==> src/hdl/xbg_pkg.sv <==
// shared types, constants and helpers of the xorshift byte generator
package xbg_pkg;

   localparam logic [63:0] SEED       = 64'h9E37_79B9_7F4A_7C15;
   localparam logic [63:0] MULTIPLIER = 64'h2545_F491_4F6C_DD1D;

   localparam int LEN_W       = 7;
   localparam int QUEUE_DEPTH = 2;

   localparam logic OP_READ   = 1'b0;
   localparam logic OP_RESEED = 1'b1;

   localparam logic STATUS_OK      = 1'b0;
   localparam logic STATUS_INVALID = 1'b1;

   typedef struct packed {
      logic       op;
      logic [7:0] request_length;
   } req_type;

   typedef struct packed {
      logic [7:0] byte_out;
      logic       status;
      logic       last;
   } rsp_type;

   typedef enum logic [1:0] {
      CMD_READ    = 2'd0,
      CMD_RESEED  = 2'd1,
      CMD_INVALID = 2'd2
   } cmd_kind_type;

   typedef struct packed {
      cmd_kind_type     kind;
      logic [LEN_W-1:0] length;
   } cmd_type;

   typedef struct packed {
      logic    valid;
      cmd_type cmd;
   } push_type;

   typedef struct packed {
      logic    not_empty;
      cmd_type cmd;
   } head_type;

   function automatic logic [63:0] xorshift(input logic [63:0] x);
      logic [63:0] t;
      t = x ^ (x >> 12);
      t = t ^ (t << 25);
      t = t ^ (t >> 27);
      return t;
   endfunction

endpackage

==> src/hdl/xbg_front.sv <==
// request front end: accepts beats and classifies them into commands
module xbg_front import xbg_pkg::*; #(
   parameter int MAX_BYTES = 64
) (
   input  logic     req_valid,
   output logic     req_stall,
   input  req_type  req_data,
   input  logic     queue_full,
   output push_type push
);

   logic len_bad;

   assign len_bad = (req_data.request_length == 8'd0) ||
                    (req_data.request_length > 8'(MAX_BYTES));

   assign req_stall  = queue_full;
   assign push.valid = req_valid && !queue_full;

   always_comb begin
      push.cmd.length = LEN_W'(req_data.request_length);
      if (req_data.op == OP_RESEED) begin
         push.cmd.kind = CMD_RESEED;
      end else if (len_bad) begin
         push.cmd.kind = CMD_INVALID;
      end else begin
         push.cmd.kind = CMD_READ;
      end
   end

endmodule

==> src/hdl/xbg_queue.sv <==
// small command queue between front end and back end
module xbg_queue import xbg_pkg::*; (
   input  logic     clock,
   input  logic     reset,
   input  push_type push,
   output logic     full,
   input  logic     pop,
   output head_type head
);

   localparam int PTR_W = $clog2(QUEUE_DEPTH);
   localparam int CNT_W = $clog2(QUEUE_DEPTH + 1);

   cmd_type              entry_ff [QUEUE_DEPTH];
   logic [PTR_W-1:0]     wr_ptr_ff, wr_ptr_in;
   logic [PTR_W-1:0]     rd_ptr_ff, rd_ptr_in;
   logic [CNT_W-1:0]     count_ff, count_in;
   logic                 do_push, do_pop;

   assign full           = (count_ff == CNT_W'(QUEUE_DEPTH));
   assign head.not_empty = (count_ff != '0);
   assign head.cmd       = entry_ff[rd_ptr_ff];
   assign do_push        = push.valid && !full;
   assign do_pop         = pop && head.not_empty;

   always_comb begin
      wr_ptr_in = wr_ptr_ff;
      rd_ptr_in = rd_ptr_ff;
      count_in  = count_ff;
      if (do_push) begin
         wr_ptr_in = (wr_ptr_ff == PTR_W'(QUEUE_DEPTH - 1)) ? '0 : wr_ptr_ff + 1'b1;
      end
      if (do_pop) begin
         rd_ptr_in = (rd_ptr_ff == PTR_W'(QUEUE_DEPTH - 1)) ? '0 : rd_ptr_ff + 1'b1;
      end
      if (do_push && !do_pop) begin
         count_in = count_ff + 1'b1;
      end else if (do_pop && !do_push) begin
         count_in = count_ff - 1'b1;
      end
   end

   always_ff @(posedge clock) begin
      if (reset) begin
         wr_ptr_ff <= '0;
         rd_ptr_ff <= '0;
         count_ff  <= '0;
      end else begin
         wr_ptr_ff <= wr_ptr_in;
         rd_ptr_ff <= rd_ptr_in;
         count_ff  <= count_in;
      end
   end

   always_ff @(posedge clock) begin
      if (do_push) begin
         entry_ff[wr_ptr_ff] <= push.cmd;
      end
   end

endmodule

==> src/hdl/xbg_back.sv <==
// command back end: generator state, shared multiplier and byte output
module xbg_back import xbg_pkg::*; (
   input  logic     clock,
   input  logic     reset,
   input  head_type head,
   output logic     pop,
   output logic     rsp_valid,
   input  logic     rsp_stall,
   output rsp_type  rsp_data
);

   typedef enum logic [5:0] {
      ST_IDLE = 6'b000001,
      ST_MIX  = 6'b000010,
      ST_MUL0 = 6'b000100,
      ST_MUL1 = 6'b001000,
      ST_MUL2 = 6'b010000,
      ST_EMIT = 6'b100000
   } fsm_type;

   fsm_type          fsm_ff, fsm_in;
   logic [63:0]      gen_ff, gen_in;
   logic [63:0]      prod_ff, prod_in;
   logic [LEN_W-1:0] remain_ff, remain_in;
   logic [2:0]       pos_ff, pos_in;
   logic             rsp_valid_ff, rsp_valid_in;
   rsp_type          rsp_ff, rsp_in;
   logic             out_load;
   logic [31:0]      mul_a, mul_b;
   logic [63:0]      mul_p;

   assign out_load  = !rsp_valid_ff || !rsp_stall;
   assign rsp_valid = rsp_valid_ff;
   assign rsp_data  = rsp_ff;

   assign mul_a = (fsm_ff == ST_MUL2) ? gen_ff[63:32] : gen_ff[31:0];
   assign mul_b = (fsm_ff == ST_MUL1) ? MULTIPLIER[63:32] : MULTIPLIER[31:0];
   assign mul_p = 64'(mul_a) * 64'(mul_b);

   always_comb begin
      fsm_in       = fsm_ff;
      gen_in       = gen_ff;
      prod_in      = prod_ff;
      remain_in    = remain_ff;
      pos_in       = pos_ff;
      rsp_valid_in = rsp_valid_ff && rsp_stall;
      rsp_in       = rsp_ff;
      pop          = 1'b0;
      case (fsm_ff)
         ST_IDLE: begin
            if (head.not_empty) begin
               case (head.cmd.kind)
                  CMD_READ: begin
                     pop       = 1'b1;
                     remain_in = head.cmd.length;
                     pos_in    = '0;
                     fsm_in    = ST_MIX;
                  end
                  CMD_RESEED: begin
                     if (out_load) begin
                        pop          = 1'b1;
                        gen_in       = SEED;
                        rsp_valid_in = 1'b1;
                        rsp_in       = '{byte_out: 8'd0, status: STATUS_OK, last: 1'b1};
                     end
                  end
                  default: begin
                     if (out_load) begin
                        pop          = 1'b1;
                        rsp_valid_in = 1'b1;
                        rsp_in       = '{byte_out: 8'd0, status: STATUS_INVALID, last: 1'b1};
                     end
                  end
               endcase
            end
         end
         ST_MIX: begin
            gen_in = xorshift(gen_ff);
            fsm_in = ST_MUL0;
         end
         ST_MUL0: begin
            prod_in = mul_p;
            fsm_in  = ST_MUL1;
         end
         ST_MUL1: begin
            prod_in[63:32] = prod_ff[63:32] + mul_p[31:0];
            fsm_in         = ST_MUL2;
         end
         ST_MUL2: begin
            prod_in[63:32] = prod_ff[63:32] + mul_p[31:0];
            fsm_in         = ST_EMIT;
         end
         ST_EMIT: begin
            if (out_load) begin
               rsp_valid_in    = 1'b1;
               rsp_in.byte_out = prod_ff[{pos_ff, 3'b000} +: 8];
               rsp_in.status   = STATUS_OK;
               rsp_in.last     = (remain_ff == LEN_W'(1));
               remain_in       = remain_ff - 1'b1;
               pos_in          = pos_ff + 1'b1;
               if (remain_ff == LEN_W'(1)) begin
                  fsm_in = ST_IDLE;
               end else if (pos_ff == 3'd7) begin
                  fsm_in = ST_MIX;
               end
            end
         end
         default: begin
            fsm_in = ST_IDLE;
         end
      endcase
   end

   always_ff @(posedge clock) begin
      if (reset) begin
         fsm_ff       <= ST_IDLE;
         gen_ff       <= SEED;
         rsp_valid_ff <= 1'b0;
      end else begin
         fsm_ff       <= fsm_in;
         gen_ff       <= gen_in;
         rsp_valid_ff <= rsp_valid_in;
      end
   end

   always_ff @(posedge clock) begin
      prod_ff   <= prod_in;
      remain_ff <= remain_in;
      pos_ff    <= pos_in;
      rsp_ff    <= rsp_in;
   end

endmodule

==> src/hdl/xorshift_byte_generator.sv <==
// top level of the xorshift64* pseudo-random byte generator
//
// Request channel (req_): a beat carries op and request_length. A reseed
// beat restores the generator to its fixed seed and answers with one ok
// beat. A read beat asks for 1 to MAX_BYTES bytes; any other length gives
// one beat with status set to invalid and the state untouched.
// Response channel (rsp_): one beat per byte, least significant byte of
// each generated word first, with last on the final beat of a request.
// Status-only beats carry a zero byte and last set.
// Requests are classified on entry and queued (two deep), so the request
// side keeps taking beats while the back end works or the receiver stalls.
// Path: a status-only beat passes through the queue entry and the
// response register; the first byte of a read passes through the queue
// entry, the back end states IDLE, MIX, MUL0, MUL1, MUL2 and EMIT, and
// the response register. Each word of eight bytes is mixed and then
// multiplied in the shared 32x32 multiplier before its bytes are emitted,
// and the back end takes no new command until a read has ended.
// Reset (synchronous) empties the queue, drops any pending output beat and
// loads the seed. A stalled response beat holds until taken; the back end
// then waits, and the request side stalls once the queue is full.
module xorshift_byte_generator import xbg_pkg::*; #(
   parameter int MAX_BYTES = 64
) (
   input  logic    clock,
   input  logic    reset,
   input  logic    req_valid,
   output logic    req_stall,
   input  req_type req_data,
   output logic    rsp_valid,
   input  logic    rsp_stall,
   output rsp_type rsp_data
);

   push_type push;
   head_type head;
   logic     queue_full;
   logic     pop;

   xbg_front #(
      .MAX_BYTES (MAX_BYTES)
   ) u_front (
      .req_valid  (req_valid),
      .req_stall  (req_stall),
      .req_data   (req_data),
      .queue_full (queue_full),
      .push       (push)
   );

   xbg_queue u_queue (
      .clock (clock),
      .reset (reset),
      .push  (push),
      .full  (queue_full),
      .pop   (pop),
      .head  (head)
   );

   xbg_back u_back (
      .clock     (clock),
      .reset     (reset),
      .head      (head),
      .pop       (pop),
      .rsp_valid (rsp_valid),
      .rsp_stall (rsp_stall),
      .rsp_data  (rsp_data)
   );

   a_invalid_is_last: assert property (@(posedge clock) disable iff (reset)
      rsp_valid && rsp_data.status == STATUS_INVALID |-> rsp_data.last)
      else $error("invalid status beat without last");

   a_invalid_zero_byte: assert property (@(posedge clock) disable iff (reset)
      rsp_valid && rsp_data.status == STATUS_INVALID |-> rsp_data.byte_out == 8'd0)
      else $error("invalid status beat with nonzero byte");

   a_reset_clears_output: assert property (@(posedge clock)
      $past(reset) |-> !rsp_valid)
      else $error("response valid right after reset");

endmodule

==> config.mk <==
export PLATFORM = sky130hd
export DESIGN_NAME = xorshift_byte_generator
export DESIGN_NICKNAME = d
export VERILOG_FILES = /design/src/hdl/xbg_pkg.sv /design/src/hdl/xbg_front.sv /design/src/hdl/xbg_queue.sv /design/src/hdl/xbg_back.sv /design/src/hdl/xorshift_byte_generator.sv
export SDC_FILE = /design/constraint.sdc
export NUM_CORES = 2
export LEC_CHECK = 0
export ABC_AREA = 1
export ABC_CLOCK_PERIOD_IN_PS = 10070
export BUFFER_PORTS_ARGS = -buffer_cell sky130_fd_sc_hd__buf_2
export CELL_PAD_IN_SITES_DETAIL_PLACEMENT = 0
export CELL_PAD_IN_SITES_GLOBAL_PLACEMENT = 2
export CORE_ASPECT_RATIO = 1.75
export CORE_UTILIZATION = 42
export DETAILED_ROUTE_END_ITERATION = 10
export PLACE_DENSITY = 0.87
export SKIP_CTS_REPAIR_TIMING = 1
export SYNTH_ARGS = -nofsm -noshare
export SYNTH_HDL_FRONTEND = slang
export SYNTH_HIERARCHICAL = 1
export SYNTH_SLANG_ARGS = --single-unit
==> constraint.sdc <==
create_clock -name clock -period 10.07 [get_ports clock]
set_input_delay 0.5035 -clock clock [delete_from_list [all_inputs] [get_ports clock]]
set_output_delay 0.5035 -clock clock [all_outputs]
set_load 0.05 [all_outputs]
**Word-level counts from Yosys, hierarchy flattened**

Memory sizes are Yosys's and may differ from the RTL's. A register that Yosys moved wholly into a read port is not among the register bits.
Cells that the tools add are included.

- Bits in registers: 159
- Bits in writable memories: 18
- Bits of input ports: 13
- Output and inout port bits: 12
- Memories: 1

Memory list:

| name | words | bits a word | read ports | clocked after memory_dff | wr ports | RTL line | RTL |
|---|---|---|---|---|---|---|---|
| u_queue.entry_ff | 2 | 9 | 1 | 1 | 1 | xbg_queue.sv:14 | `cmd_type entry_ff [QUEUE_DEPTH];` |

- Add/sub/neg operators: 7
- $mul: 1
- Order comparisons: 1
- Equal/unequal tests: 17
- Shift-type cells: 1
- Mux-type cells: 45
- Bitwise gates (word level): 3
- Reductions and logical operators: 25

Operator list:

| operator | count |
|---|---|
| $mux W64 | 3 |
| $pmux W64 S2 | 1 |
| $mul A32 B32 Y64 | 1 |
| $pmux W32 S2 | 1 |
| $shiftx A64 B7 Y8 | 1 |
| $xor A64 B37 Y64 | 1 |
| $xor A64 B52 Y64 | 1 |
| $xor A64 B64 Y64 | 1 |
| $mux W10 | 4 |
| $pmux W10 S2 | 2 |
| $pmux W6 S6 | 1 |
| $add A32 B32 Y32 | 1 |
| $mux W32 | 1 |
| $mux W31 | 1 |
| $mux W6 | 5 |
| $mux W7 | 3 |
| $pmux W7 S2 | 1 |
| $mux W1 | 13 |
| $reduce_and A4 Y1 | 3 |
| $reduce_bool A2 Y1 | 5 |
| $mux W3 | 3 |
| $gt A8 B7 Y1 const B | 1 |
| $logic_not A8 Y1 | 1 |
| $mux W2 | 4 |
| 26 further kinds | 41 |

**Logic depth before layout (Yosys ltp)**

- Depth in word-level cells: 10
- Gate-level depth with buffers: 48
- Gate-level depth less buffers: 47

**By module**

Netlist, hierarchy kept.

Modules (own cells, without submodules):

| module | instances | cells an instance | area an instance (sq um) | sequential area each (sq um) |
|---|---|---|---|---|
| xbg_back | 1 | 4016 | 34101.5 | 3943.8 |
| xbg_queue | 1 | 65 | 895.9 | 640.6 |
| xbg_front | 1 | 28 | 148.9 | 0.0 |

**Worst setup path before layout**

OpenSTA, ideal clock, no wires.

- Path type: reg-to-reg
- Start point: register u_back.fsm_ff[3]
- End point: register u_back.prod_ff[58], data pin
- Library setup time: 0.253 ns
- Arrival time: 8.038 ns
- Data required time: 9.817 ns
- Setup slack: 1.779 ns
- Stages on the path, launching flop included: 37
- Path through: dfxtp_1 > nor2_4 > nand4_4 > buf_6 > buf_6 > o21ai_2 > inv_2 > nor2_1 > inv_1 > fa_1 > inv_1 > fa_1 > fa_1 > inv_1 > fa_1 > inv_1 > fa_1 > fa_1 > fa_1 > inv_1 > fa_1 > inv_1 > ha_1 > a21oi_1 > o21bai_1 > a21boi_0 > nand3_1 > xor2_1 > ha_1 > nand2_1 > nor2_1 > nand2_1 > or2_2 > nand3_1 > xor2_1 > nand2_1 > nand2_1

- Cells in the longest elaborated chain, start to end: 5

RTL lines:

| element | RTL line | RTL |
|---|---|---|
| from (decl) | xbg_back.sv:21 | `fsm_type fsm_ff, fsm_in;` |
| from (signal assigned) | xbg_back.sv:120 | `fsm_ff <= fsm_in;` |
| $eq A6 B5 Y1 or $eq A6 B4 Y1 (tied branches) | xbg_back.sv:36, xbg_back.sv:37 |  |
| $mux W32 or $mux W31 (tied branches) | xbg_back.sv:36, xbg_back.sv:37 |  |
| $mul A32 B32 Y64 (*) | xbg_back.sv:38 | `assign mul_p = 64'(mul_a) * 64'(mul_b);` |
| named net u_back.mul_p[25] | xbg_back.sv:30 | `logic [63:0] mul_p;` |
| $add A32 B32 Y32 (*) | xbg_back.sv:86, xbg_back.sv:90 |  |
| $pmux W32 S2 (*) | xbg_back.sv:49 | `case (fsm_ff)` |
| named net u_back.prod_in[58] | xbg_back.sv:23 | `logic [63:0] prod_ff, prod_in;` |
| to (signal assigned) | xbg_back.sv:127 | `prod_ff <= prod_in;` |
| to (decl) | xbg_back.sv:23 |  |

Mark *: on every way through the listed nets, which the timed path passes. The rest lies on a longest branch.
A chain may end at the register's enable or synchronous reset.

**Worst setup path in the final report**

- Start point: register u_back.fsm_ff[3]
- End point: register u_back.prod_ff[61], data pin

Same word-level chain as after synthesis.

==> metrics.md <==
| Metric | Value |
|---|---|
| Result of the run | finished clean |
| Slowest CP cell | fa_1 |
| Aggregate routed wire length | 123,000 um |
| Average footprint of a synthesized cell | 8.55 um^2 |
| Hold Startpoint | req_data[5] |
| Req. time, crit path | 10,310 ps |
| Slew HR | 15.7% |
| Average wire length per cell after detail routing | 23.2 um |
| RSZ-0062 raised after global routing | no |
| Register clock-pin slew on the reported worst setup and hold paths | 90 ps |
| Sequential cell area in the final layout | 4580 um^2 |
| Maximum buffer depth of the clock tree | 2 |
| Fin. max-slew vios | 0 |
| Share of the yosys chip area belonging to registers | 13.0% |
| Number of clock buffers inserted by TritonCTS | 17 |
| Max capacitance violation total | 0 |
| First-pass iteration count of the detailed router | 6 |
| Area share of the largest cell type after synthesis | 34.4% |
| Fraction of layout instances using a drive strength above 1 | 6.50% |
| Yosys warns | 6 |
| Clock insertion delay at the later pin of the skew report | 500 ps |
| Die Wd | 221 um |
| F_max | 106 MHz |
| Filler instances | 8,478 |
| # nets final | 5,298 |
| Global-route wire length before repair | 184,000 um |
| Y dimension of the die | 385 um |
| Initial standard-cell utilization of the core | 42.3% |
| Arrival time of data at the critical path endpoint | 9700 ps |
| Total half-perimeter wirelength after legalization and detailed placement | 110,000 um |
| Total die area | 84,900 um^2 |
| Htree depth | 4 |
| Netlist area before placement | 35,100 um^2 |
| CTS tree | done |
| Launching element type of the critical path | flop |
| Number of enable flip-flop cells after synthesis | 102 |
| Share of flip-flops with an asynchronous set or reset | 0% |
| Total of flip-flops plus latches after synthesis | 178 |
| Final period util | 94.0% |
| Via count of the first global-routing pass | 29,400 |
| Clock tree root driver cell | clkbuf_16 |
| Total routing usage reported by global routing | 30.5% |
| Count of endpoints failing setup in the final report | 0 |
| Number of rows created at floorplan | 140 |
| Class of the most critical setup path | flop to flop |
| Count of nets left with antenna violations after detail routing | 0 |
| Final total negative setup slack | 0 ps |
| Commonest non-fill, non-tap cell in the layout | inv_1 |
| Beginning of the worst register-to-register path | u_back/fsm_ff[3] |
| Via total after detailed routing | 27,300 |
| Final Hold Viols | 0 |
| Unique masters post-synth | 50 |
| Iteration-0 DRC count of the detailed router | 1,579 |
| Remaining global-route overflow | 0 |
| Number of diodes | 0 |
| Top library cells by usage in the layout, fill and taps aside | 1,048 x inv_1, 625 x nand2_1, 604 x fa_1 |
| Core ar. | 83,000 um^2 |
| Most used cell along the critical path | fa_1 |
| Number of clock sinks | 178 |
| HP Class | primary input to flop |
| Critical path buffers and inverters | 7 |
| Area growth from synthesis to layout | 7.79% |
| Delay contributed by the slowest stage of the critical path | 570 ps |
| Number of antenna violations at the first check in global routing | 0 |
| Pin count of the biggest net entering global routing | 44 |
| Top-Level Pins | 25 |
| Residual DRC count | 0 |
| Cell class contributing the biggest share of worst-path delay | adder cells |
| Top FF cell, synth | edfxtp_1 |
| Multi-input gate area in the final layout | 26,400 um^2 |
| Vias per inst | 5.12 |
| Cell accounting for the most synthesized area | fa_1 |
| Maximum fanout encountered on the critical timing path | 14 |
| Number of buffers inserted by port buffering | 24 |
| Routability cong. | 0.956 |
| Post-synthesis cell count | 4,109 |
| Crit. Startpoint | u_back/fsm_ff[3] |
| Final period demand of the worst path | 9460 ps |
| Nature of the critical path endpoint | flop |
| Slew at the pin with the worst max-slew slack | 1250 ps |
| Worst Skew | 20.9 ps |
| Leading post-synthesis cells by cell area | fa_1 34%, ha_1 15%, inv_1 11% |
-- kinds of logic (layout without fill, tap and decap cells) --
family	Yosys count	in the layout	share of synthesized area, %
adders and majority gates	1037	1037	49.8
other	2	58	0.0214
muxes	9	9	0.288
buffers and inverters	1133	1229	12.4
xor gates and xnor gates	155	155	3.86
AOI/OAI and AO/OA	442	442	7.07
DFF	178	178	13.0
and+or+nand+nor	1153	1153	13.5
-- synthesized netlist by cell type (69+ instances only) --
library cell     n
fa_1           604
ha_1           433
a21oi_1        165
dfxtp_1         76
o21ai_0        145
inv_1         1050
edfxtp_1       102
nand3_1        108
xnor2_1         69
nand2_1        625
xor2_1          86
nor2_1         324
-- worst paths after layout --
kind | depth (start not counted) | slack [ps] | endpoint
worst max register to register | 34 | 610 | u_back/prod_ff[61]
worst min register to register | 2 | 500 | u_back/gen_ff[8]
worst min-delay path | 1 | 220 | u_queue/entry_ff[1][5]
worst max-delay path | 34 | 610 | u_back/prod_ff[61]
-- state kept, by name, indices dropped and copies added, names as in the netlist, 2 cells and up, named ones only --
signal            flops
u_back/gen_ff        64
u_queue/count_ff      2
u_back/remain_ff      7
u_back/prod_ff       64
u_queue/entry_ff     18
u_back/pos_ff         3
u_back/fsm_ff         6
u_back/rsp_data      10
-- per-stage QoR --
step | hold slack [ps] | setup WS (ps) | instances | area [um^2] | util [%]
2_1_floorplan | 465 | 1780 | 4165 | 35400 | -
3_3_place_gp | 483 | 225 | 5281 | 37200 | 44.7
3_5_place_dp | 484 | 114 | 5281 | 37200 | 44.7
4_1_cts | 174 | 50.3 | 5313 | 37800 | 45.5
5_1_grt | 208 | 143 | 5326 | 37900 | 45.6
6_report | 217 | 608 | 5326 | 37900 | 45.6
-- area by class of cell --
class / instances / share of cell area, %
clock inverters: 15 / 0.492
clock buffers: 17 / 1.12
multi-input cells: 2854 / 69.8
inverters: 1071 / 10.6
well taps: 1065 / 3.52
flip-flops and latches: 178 / 12.1
repair buffers: 126 / 2.34
-- routing by layer --
layer,global-route usage (%),share of wire [%]
met5,0,0
met4,24.9,10
met3,3.24,3.0
met2,56.4,54
met1,30.2,33
Power is not shown: default switching activity piles up to over one toggle a cycle in this logic, so the estimate is an artifact.
